## src/design/sevt_pkg.sv

```systemverilog
// shared types, constants and codes of the sorted enum value table
package sevt_pkg;

  localparam int unsigned MAX_ENTRIES = 64;
  localparam int unsigned AW = $clog2(MAX_ENTRIES);
  localparam int unsigned CW = $clog2(MAX_ENTRIES + 1);

  localparam logic [1:0] KIND_DEFINE = 2'd0;
  localparam logic [1:0] KIND_CLEAR  = 2'd1;
  localparam logic [1:0] KIND_LOOKUP = 2'd2;

  localparam logic [1:0] STATUS_OK   = 2'd0;
  localparam logic [1:0] STATUS_DUP  = 2'd1;
  localparam logic [1:0] STATUS_FULL = 2'd2;

  localparam logic [1:0] SIZE_BYTE = 2'd0;
  localparam logic [1:0] SIZE_HALF = 2'd1;
  localparam logic [1:0] SIZE_WORD = 2'd2;

  localparam logic [31:0] BYTE_LIMIT = 32'd256;
  localparam logic [31:0] HALF_LIMIT = 32'h0001_0000;

  typedef struct packed {
    logic [1:0]  kind;
    logic        has_explicit;
    logic [31:0] explicit_value;
    logic [31:0] lookup_value;
  } item_t;

  typedef struct packed {
    logic [1:0]  status;
    logic        found;
    logic [5:0]  position;
    logic [5:0]  ordinal;
    logic [31:0] assigned_value;
    logic [6:0]  entry_count;
    logic [1:0]  size_class;
    logic        zeroable;
  } result_t;

  typedef struct packed {
    logic [31:0]   value;
    logic [AW-1:0] ordinal;
  } entry_t;

  typedef struct packed {
    logic load;
    logic probe_rd;
    logic probe_cmp;
    logic shift_rd;
    logic shift_wr;
    logic insert;
    logic finish;
  } ctrl_cmd_t;

  typedef struct packed {
    logic full;
    logic search_done;
    logic dup;
    logic shift_done;
    logic is_define;
  } dp_status_t;

  typedef enum logic [2:0] {
    ST_IDLE,
    ST_SEARCH,
    ST_PROBE,
    ST_SHIFT_RD,
    ST_SHIFT_WR,
    ST_INSERT,
    ST_FINISH
  } state_e;

endpackage

```

## src/design/sevt_ctrl.sv

```systemverilog
// sequencing state machine of the sorted enum value table
module sevt_ctrl (
  input  logic                   clk_i,
  input  logic                   rst_ni,
  input  logic                   start_i,
  input  logic [1:0]             kind_i,
  input  sevt_pkg::dp_status_t   status_i,
  output sevt_pkg::ctrl_cmd_t    cmd_o,
  output logic                   busy_o
);
  import sevt_pkg::*;

  state_e state_q, state_d;

  always_ff @(posedge clk_i or negedge rst_ni) begin
    if (!rst_ni) begin
      state_q <= ST_IDLE;
    end else begin
      state_q <= state_d;
    end
  end

  always_comb begin
    state_d = state_q;
    case (state_q)
      ST_IDLE: begin
        if (start_i) begin
          if (kind_i == KIND_LOOKUP) begin
            state_d = ST_SEARCH;
          end else if (kind_i == KIND_DEFINE && !status_i.full) begin
            state_d = ST_SEARCH;
          end else begin
            state_d = ST_FINISH;
          end
        end
      end
      ST_SEARCH: begin
        if (!status_i.search_done) begin
          state_d = ST_PROBE;
        end else if (status_i.is_define && !status_i.dup) begin
          state_d = ST_SHIFT_RD;
        end else begin
          state_d = ST_FINISH;
        end
      end
      ST_PROBE:    state_d = ST_SEARCH;
      ST_SHIFT_RD: state_d = status_i.shift_done ? ST_INSERT : ST_SHIFT_WR;
      ST_SHIFT_WR: state_d = ST_SHIFT_RD;
      ST_INSERT:   state_d = ST_FINISH;
      ST_FINISH:   state_d = ST_IDLE;
      default:     state_d = ST_IDLE;
    endcase
  end

  always_comb begin
    cmd_o  = '0;
    busy_o = 1'b1;
    case (state_q)
      ST_IDLE: begin
        busy_o     = 1'b0;
        cmd_o.load = start_i;
      end
      ST_SEARCH:   cmd_o.probe_rd  = !status_i.search_done;
      ST_PROBE:    cmd_o.probe_cmp = 1'b1;
      ST_SHIFT_RD: cmd_o.shift_rd  = !status_i.shift_done;
      ST_SHIFT_WR: cmd_o.shift_wr  = 1'b1;
      ST_INSERT:   cmd_o.insert    = 1'b1;
      ST_FINISH:   cmd_o.finish    = 1'b1;
      default:     busy_o          = 1'b1;
    endcase
  end

  // the next beat is taken only after the result has been loaded
  assert property (@(posedge clk_i) disable iff (!rst_ni)
    cmd_o.load |=> busy_o)
    else $error("accepted beat did not make the block busy");

endmodule

```

## src/design/sevt_dp.sv

```systemverilog
// datapath of the sorted enum value table: storage, search, shift and result
module sevt_dp (
  input  logic                   clk_i,
  input  logic                   rst_ni,
  input  sevt_pkg::item_t        item_i,
  input  sevt_pkg::ctrl_cmd_t    cmd_i,
  output sevt_pkg::dp_status_t   status_o,
  output sevt_pkg::result_t      result_o,
  output logic                   result_valid_o
);
  import sevt_pkg::*;

  entry_t        mem_q [MAX_ENTRIES];
  entry_t        rdata_q;
  logic          mem_we;
  logic [AW-1:0] mem_waddr;
  entry_t        mem_wdata;
  logic          mem_re;
  logic [AW-1:0] mem_raddr;

  logic [1:0]    kind_q;
  logic          full_q;
  logic [31:0]   key_q;
  logic [CW-1:0] lo_q, lo_d, hi_q, hi_d;
  logic          cand_valid_q, cand_eq_q;
  logic [AW-1:0] cand_ord_q;
  logic [CW-1:0] ptr_q;
  logic [CW-1:0] count_q;
  logic [31:0]   next_auto_q;
  logic [31:0]   min_q, max_q;
  result_t       result_q, result_d;
  logic          result_valid_q;

  logic [CW:0]   mid_sum;
  logic [CW-1:0] mid;
  logic [CW-1:0] ptr_dec;

  assign mid_sum = {1'b0, lo_q} + {1'b0, hi_q};
  assign mid     = mid_sum[CW:1];
  assign ptr_dec = ptr_q - CW'(1);

  assign status_o.full        = (count_q >= CW'(MAX_ENTRIES));
  assign status_o.search_done = (lo_q >= hi_q);
  assign status_o.dup         = cand_valid_q && cand_eq_q;
  assign status_o.shift_done  = (ptr_q == lo_q);
  assign status_o.is_define   = (kind_q == KIND_DEFINE);

  // memory port selection
  always_comb begin
    mem_re    = cmd_i.probe_rd || cmd_i.shift_rd;
    mem_raddr = cmd_i.probe_rd ? mid[AW-1:0] : ptr_dec[AW-1:0];
    mem_we    = cmd_i.shift_wr || cmd_i.insert;
    mem_waddr = cmd_i.insert ? lo_q[AW-1:0] : ptr_q[AW-1:0];
    mem_wdata = cmd_i.insert ? entry_t'{value: key_q, ordinal: count_q[AW-1:0]} : rdata_q;
  end

  always_ff @(posedge clk_i) begin
    if (mem_we) begin
      mem_q[mem_waddr] <= mem_wdata;
    end
    if (mem_re) begin
      rdata_q <= mem_q[mem_raddr];
    end
  end

  // search bounds
  always_comb begin
    lo_d = lo_q;
    hi_d = hi_q;
    if (cmd_i.load) begin
      lo_d = '0;
      hi_d = count_q;
    end else if (cmd_i.probe_cmp) begin
      if (rdata_q.value < key_q) begin
        lo_d = mid + CW'(1);
      end else begin
        hi_d = mid;
      end
    end
  end

  always_ff @(posedge clk_i) begin
    lo_q <= lo_d;
    hi_q <= hi_d;
    if (cmd_i.load) begin
      kind_q <= item_i.kind;
      full_q <= status_o.full;
      ptr_q  <= count_q;
      if (item_i.kind == KIND_LOOKUP) begin
        key_q <= item_i.lookup_value;
      end else begin
        key_q <= item_i.has_explicit ? item_i.explicit_value : next_auto_q;
      end
    end
    if (cmd_i.probe_cmp && !(rdata_q.value < key_q)) begin
      cand_eq_q  <= (rdata_q.value == key_q);
      cand_ord_q <= rdata_q.ordinal;
    end
    if (cmd_i.shift_wr) begin
      ptr_q <= ptr_dec;
    end
    if (cmd_i.insert) begin
      cand_ord_q <= count_q[AW-1:0];
    end
  end

  // table state
  always_ff @(posedge clk_i or negedge rst_ni) begin
    if (!rst_ni) begin
      count_q      <= '0;
      next_auto_q  <= '0;
      cand_valid_q <= 1'b0;
    end else begin
      if (cmd_i.load) begin
        cand_valid_q <= 1'b0;
        if (item_i.kind == KIND_CLEAR) begin
          count_q     <= '0;
          next_auto_q <= '0;
        end
      end
      if (cmd_i.probe_cmp && !(rdata_q.value < key_q)) begin
        cand_valid_q <= 1'b1;
      end
      if (cmd_i.insert) begin
        count_q     <= count_q + CW'(1);
        next_auto_q <= key_q + 32'd1;
      end
    end
  end

  // extremes kept alongside the memory
  always_ff @(posedge clk_i) begin
    if (cmd_i.insert) begin
      if (lo_q == '0) begin
        min_q <= key_q;
      end
      if (lo_q == count_q) begin
        max_q <= key_q;
      end
    end
  end

  always_comb begin
    result_d = '0;
    result_d.entry_count = 7'(count_q);
    if (count_q != '0) begin
      if (max_q < BYTE_LIMIT) begin
        result_d.size_class = SIZE_BYTE;
      end else if (max_q < HALF_LIMIT) begin
        result_d.size_class = SIZE_HALF;
      end else begin
        result_d.size_class = SIZE_WORD;
      end
      result_d.zeroable = (min_q == 32'd0);
    end
    case (kind_q)
      KIND_DEFINE: begin
        result_d.assigned_value = key_q;
        if (full_q) begin
          result_d.status = STATUS_FULL;
        end else begin
          result_d.status   = status_o.dup ? STATUS_DUP : STATUS_OK;
          result_d.position = 6'(lo_q);
          result_d.ordinal  = 6'(cand_ord_q);
        end
      end
      KIND_LOOKUP: begin
        result_d.position = 6'(lo_q);
        if (status_o.dup) begin
          result_d.found   = 1'b1;
          result_d.ordinal = 6'(cand_ord_q);
        end
      end
      default: begin
      end
    endcase
  end

  always_ff @(posedge clk_i) begin
    if (cmd_i.finish) begin
      result_q <= result_d;
    end
  end

  always_ff @(posedge clk_i or negedge rst_ni) begin
    if (!rst_ni) begin
      result_valid_q <= 1'b0;
    end else begin
      result_valid_q <= cmd_i.finish;
    end
  end

  assign result_o       = result_q;
  assign result_valid_o = result_valid_q;

  assert property (@(posedge clk_i) disable iff (!rst_ni)
    count_q <= CW'(MAX_ENTRIES))
    else $error("entry count beyond table size");

  assert property (@(posedge clk_i) disable iff (!rst_ni)
    cmd_i.insert |-> (count_q < CW'(MAX_ENTRIES)) && (lo_q <= count_q))
    else $error("insert into a full table or past the end");

  assert property (@(posedge clk_i) disable iff (!rst_ni)
    cmd_i.shift_wr |-> ptr_q > lo_q)
    else $error("shift moved an entry below the insertion point");

  assert property (@(posedge clk_i) disable iff (!rst_ni)
    result_valid_q |=> !result_valid_q)
    else $error("result strobe held for more than one cycle");

endmodule

```

## src/design/sorted_enum_value_table_core.sv

```systemverilog
// top level of the sorted enum value table: controller plus datapath
// lookup: load, then k rounds of search and probe, then finish and the registered result strobe,
//   k = binary-search probes (at most ceil(log2(count+1)), 7 for a full table)
// define then moves each entry above the slot up by a read and a write, and inserts
// clear, kind 3 and full-table define go straight to the finish state; one beat in flight at a time
// reset clears count, next auto value and the strobe at once; no clearing pass
// results are strobed for one cycle only, the receiver cannot stall
module sorted_enum_value_table_core (
  input  logic              clk_i,
  input  logic              rst_ni,
  input  logic              start,
  output logic              busy,
  input  sevt_pkg::item_t   item_i,
  output sevt_pkg::result_t result_o,
  output logic              result_valid_o
);
  import sevt_pkg::*;

  ctrl_cmd_t  cmd;
  dp_status_t dp_status;

  // sequencing: search probes, entry shifting and the final result load
  sevt_ctrl u_ctrl (
    .clk_i    (clk_i),
    .rst_ni   (rst_ni),
    .start_i  (start),
    .kind_i   (item_i.kind),
    .status_i (dp_status),
    .cmd_o    (cmd),
    .busy_o   (busy)
  );

  // sorted memory with the search bounds, counters and result register
  sevt_dp u_dp (
    .clk_i          (clk_i),
    .rst_ni         (rst_ni),
    .item_i         (item_i),
    .cmd_i          (cmd),
    .status_o       (dp_status),
    .result_o       (result_o),
    .result_valid_o (result_valid_o)
  );

endmodule

```

## config.mk

```make
export PLATFORM = sky130hd
export DESIGN_NAME = sorted_enum_value_table_core
export DESIGN_NICKNAME = d
export VERILOG_FILES = /design/src/design/sevt_pkg.sv /design/src/design/sevt_ctrl.sv /design/src/design/sevt_dp.sv /design/src/design/sorted_enum_value_table_core.sv
export SDC_FILE = /design/constraint.sdc
export NUM_CORES = 2
export LEC_CHECK = 0
export ABC_CLOCK_PERIOD_IN_PS = 10750
export BUFFER_PORTS_ARGS = -buffer_cell sky130_fd_sc_hd__buf_4
export CORE_MARGIN = 1
export CORE_UTILIZATION = 50
export CTS_CLUSTER_DIAMETER = 100
export DETAILED_ROUTE_END_ITERATION = 16
export PLACE_DENSITY_LB_ADDON = 0.12
export SKIP_LAST_GASP = 1
export SLEW_MARGIN = 20
export SYNTH_ARGS = -nofsm -noshare
export SYNTH_HDL_FRONTEND = slang
export SYNTH_HIERARCHICAL = 1
export SYNTH_SLANG_ARGS = --single-unit
```

## constraint.sdc

```tcl
create_clock -name clk_i -period 10.75 [get_ports clk_i]
set_input_delay 1.6125 -clock clk_i [delete_from_list [all_inputs] [get_ports clk_i]]
set_output_delay 1.6125 -clock clk_i [all_outputs]
set_load 0.005 [all_outputs]
```

# After elaboration in Yosys (flattened, before gate mapping)
# Memory sizes are Yosys's and may differ from the RTL's. A register that Yosys moved wholly into a read port is not among the register bits.
# Index checks and enable logic that the tools add are counted.
[classes]
addsub = 5
magnitude_cmp = 5
eq_ne = 14
n_mux = 44
n_bitwise = 2
n_reduce_logical = 30
[ops]
columns = ["cell", "count"]
rows = [
  ["32-bit two-way mux", 5],
  ["7-bit two-way mux", 8],
  ["38-bit two-way mux", 1],
  ["32-bit by 1-bit adder with 32-bit output, second input constant", 1],
  ["32-bit equality test", 1],
  ["32-bit logical NOT", 1],
  ["32-bit by 17-bit < comparator with 1-bit output, second input constant", 1],
  ["32-bit < comparator", 1],
  ["32-bit by 9-bit < comparator with 1-bit output, second input constant", 1],
  ["6-bit two-way mux", 5],
  ["12-bit one-hot mux with 2 select lines", 1],
  ["3-bit one-hot mux with 6 select lines", 1],
  ["1-bit two-way mux", 15],
  ["3-bit two-way mux", 5],
  ["7-bit by 1-bit adder with 7-bit output, second input constant", 2],
  ["7-bit equality test", 2],
  ["12-bit two-way mux", 1],
  ["2-bit nonzero test", 6],
  ["2-bit AND reduction", 5],
  ["3-bit equality test, second input constant", 3],
  ["7-bit by 7-bit adder with 8-bit output", 1],
  ["7-bit greater-or-equal comparator", 1],
  ["7-bit greater-or-equal comparator, second input constant", 1],
  ["7-bit logical NOT", 1],
  ["15 further kinds", 30],
]
[totals]
regBits = 228
ramBits = 2432
inputBits = 70
memories = 1
[memory_table]
columns = ["name", "depth", "width", "rd", "rd_ports_with_merged_regs", "write_ports", "line_no", "rtl"]
rows = [
  ["u_dp.mem_q", 64, 38, 1, 1, 1, "sevt_dp.sv:13", "entry_t mem_q [MAX_ENTRIES];"],
]

# Depth between registers and ports, before layout
[depth]
depth_word = 7
mapped_depth = 22
depth_no_buf = 17

# Hierarchy
# The synthesis kept the hierarchy.
[by_module_without_submodules]
columns = ["mod", "n_inst", "cells_per_inst", "area_each_um2", "seq_area_each_um2"]
rows = [
  ["sevt_dp", 1, 5061, 105561.2, 80412.1],
  ["sevt_ctrl", 1, 34, 271.5, 75.1],
]

# Least setup slack after synthesis
# Ideal clock, no wire load.
[synth_timing]
path_kind = "register -> register"
startpoint = "reg u_ctrl.state_q[1]"
endpoint = "mem u_dp/mem_q[0][6] (netlist bit), data pin"
t_arrival_ns = 3.723
required_ns = 10.048
path_slack_ns = 6.325
path_stages_with_launch = 6
n_path_buf = 3
path_cell_list = "dfrtp_1 buf_2 and3b_1 clkbuf_1 clkbuf_1 o21ai_0"
[synth_lines]
columns = ["item", "line_no", "rtl"]
rows = [
  ["start, declared", "sevt_ctrl.sv:13", "state_e state_q, state_d;"],
  ["start signal, assigned", "sevt_ctrl.sv:19", "state_q <= state_d;"],
  ["end, declared", "sevt_dp.sv:13", ""],
]

==> flow_metrics.tcl <==
set metrics [dict create \
    hp-class "flop to flop" \
    grt_overflow_total 0 \
    wirelength_um 276000 \
    route.vias.total 52400 \
    required_ps 11360 \
    layout-drive-gt1-share_pct 26.0 \
    ctsHoldBuffers 0 \
    synthToLayoutAreaGrowth_pct 13.2 \
    io-pin-count 129 \
    cts.path.max_buffers 4 \
    clk_latency_ps 940 \
    synth_area_per_cell_sq_um 20.8 \
    synthesis.nets 5217 \
    post-route-util_pct 57.0 \
    hold_viol 0 \
    yosys_register_bits 2690 \
    htree_levels 5 \
    cp-start-kind "flop" \
    maxCapViolations 0 \
    synth-edff-count 2639 \
    irDropWorstVdd_uv 454 \
    p_leak_nw 38.6 \
    core_area_sq_um 210000 \
    synthesis.instances 5095 \
    core.rowCount 168 \
    wl_met2_um 130000 \
    clock-sinks 2690 \
    cts_resized 0 \
    drc 0 \
    drt_iter0_drc 5987 \
    reg2reg_slack_ps 4180 \
    cp_slowest_cell "o22ai_1" \
    synth_ff_type "edfxtp_1" \
    grt_usage_pct 26.2 \
    firstDrtPassIters 6 \
    yosys_warnings 6 \
    drt-wirelength-per-cell_um 32.8 \
    grt_max_degree 122 \
    via_per_inst 6.23 \
    critical-path-max-stage-delay_ps 760 \
    wl_met3_um 21500 \
    slew_headroom_pct 26.6 \
    crit_path_max_fanout 38 \
    tightest_slew_ps 1100 \
    die_h_um 462 \
    die_area_sq_um 214000 \
    start_util_pct 50.4 \
    port_buffers 128 \
    hpwl_um 148000 \
    synth_top_cell_area_share_pct 74.9 \
    cts_setup_buffers 0 \
    grt_pass1_vias 52400 \
    slew_viol_final 0 \
    setup_viol 0 \
    cts-root-buf "clkbuf_16" \
    antenna_found_initial 5 \
    layout_common_cells "2,639 x edfxtp_1, 608 x mux4_2, 306 x mux2i_1, 302 x clkbuf_16, 274 x buf_4" \
    seq_area_frac_synth_pct 76.1 \
    cts_buffers 293 \
    outcome "finished clean" \
    synthArstFlopShare_pct 1.64 \
    max_freq_mhz 152 \
    power.density_nw_per_um2 339 \
    cts_tree "yes" \
    ant_nets 0 \
    syn_area_sq_um 106000 \
    layout_commonest_cell "edfxtp_1" \
    crit_top_cell "buf_4" \
    fin_crit_sh_pct 61.1 \
    yosys.area.top_type "edfxtp_1" \
    timing.setup.tns_ps 0 \
    die_w_um 462 \
    synth_area_leaders "edfxtp_1 75%, mux4_2 13%, mux2i_1 2.9%" \
    finalClockSkew_ps 55.2 \
    wl_met1_um 117000 \
    worstSetupPathType "flop to flop" \
    arrival_ps 7180 \
    period_needed_ps 6570 \
    path_cells "inv_1 > ha_1 > nand2b_1 > a21o_1 > a21oi_1 > o21bai_1 > a21o_1 > a21oi_1 > o21bai_1 > nor4b_2 > buf_4 > nor2_1 > a21oi_4 > buf_4 > buf_4 > mux4_2 > mux2i_1 > mux2i_1 > o22ai_1 > nor3_1" \
    nets 5526 \
    gp_congestion 0.844 \
    synth_cell_types 76 \
    path_clk_slew_ps 60 \
    cp-end-kind "flop" \
    fillers 15500 \
    rsz0062_at_grt "no" \
    highest_layer "met5" \
    grt_pass1_wl_um 392000 \
]
[critical path, delay by kind of cell, from the launching register on]
kind | cells | cell delay [ps]
multiplexers | 3 | 910
buffers and inverters | 4 | 1640
AND/OR/NAND/NOR | 4 | 590
AO/OA/AOI/OAI | 8 | 2250
adder cells (fa/ha/maj) | 1 | 290
flip-flops | 1 | 550
[area by class of cell]
class / instances / area (sq um) / area share, %
well taps: 2805 / 3510 / 2.93
clock buffers: 366 / 7840 / 6.54
clock inverters: 130 / 1090 / 0.907
multi-input cells: 2078 / 24400 / 20.4
inverters: 58 / 218 / 0.182
flip-flops and latches: 2690 / 80500 / 67.2
diodes: 7 / 17.5 / 0.0146
repair buffers: 283 / 2240 / 1.87
[synth_stat cells, types with 9 or more instances]
cell	instances
o21ai_0	79
buf_6	15
nor2_1	330
buf_1	25
clkbuf_1	70
a21o_1	10
and2_1	19
a32o_1	37
nand4_1	16
nor3_2	20
nand2_1	181
mux2i_1	308
mux2_2	43
o22ai_1	56
nor2b_1	9
xor2_1	9
o22ai_2	20
xnor2_1	51
inv_1	55
a21oi_1	32
buf_4	24
nor3_1	64
ha_1	51
nor4_1	21
edfxtp_1	2639
nand3_1	23
dfrtp_1	44
buf_2	135
mux4_2	608
[where the power goes]
group          internal (mW)  leakage [nW]  switching, mW
combinational           6.43          9.86           10.3
clock                   5.57          4.37           3.92
sequential              13.9          24.4          0.503
total                   25.9          38.6           14.8
[state kept, by name, indices dropped and copies added, names as in the netlist, 2 cells and up]
signal            flops
u_dp/cand_ord_q       6
u_dp/rdata_q         38
u_ctrl/state_q        3
u_dp/key_q           32
u_dp/kind_q           2
u_dp/ptr_q            7
u_dp/count_q          7
u_dp/mem_q         2432
u_dp/result_o        57
u_dp/hi_q             7
u_dp/min_q           32
u_dp/max_q           24
u_dp/lo_q             7
u_dp/next_auto_q     32
[path summary, 6_finish.rpt]
path,startpoint,endpoint,cells after the start
setup / recovery,u_dp/lo_q[0]$_SDFFE_PP0P_,u_dp/rdata_q[0]$_DFFE_PP_,20
hold / removal,u_dp/cand_valid_q$_DFFE_PN0P_,u_dp/cand_valid_q$_DFFE_PN0P_,1
setup reg to reg,u_dp/lo_q[0]$_SDFFE_PP0P_,u_dp/rdata_q[0]$_DFFE_PP_,20
hold reg to reg,u_dp/cand_valid_q$_DFFE_PN0P_,u_dp/cand_valid_q$_DFFE_PN0P_,1
max in group asynchronous,rst_ni,u_dp/count_q[3]$_DFFE_PN0P_,1
min in group asynchronous,rst_ni,u_dp/next_auto_q[25]$_DFFE_PN0P_,1
[cell families after synthesis]
group	count (synthesis)	synth area share, %
AO/OA/AOI/OAI	280	1.89
XOR/XNOR	60	0.497
adder cells (fa/ha/maj)	52	0.622
buffers and inverters	327	1.51
flip-flops	2690	76.1
multiplexers	959	16.3
AND/OR/NAND/NOR	727	3.12
[metrics by stage]
step | setup WS (ps) | power, mW | hold WS, ps | cell area [sq um] | cells
3_5_place_dp | 4130 | 31.5 | 466 | 111000 | 7914
3_3_place_gp | 4040 | 31.3 | 462 | 111000 | 7914
6_report | 4180 | 40.6 | 478 | 120000 | 8417
4_1_cts | 4110 | 40.9 | 480 | 120000 | 8410
2_1_floorplan | 6320 | 25.7 | 423 | 106000 | 5095
5_1_grt | 3800 | 42.2 | 491 | 120000 | 8413
[per-layer routing]
metal	vias up	track usage, %
li1	21500	-
met1	28300	38.5
met2	2158	40.9
met3	439	4.12
met4	4	7.41
met5	-	0
(Power assumes the default switching activity.)
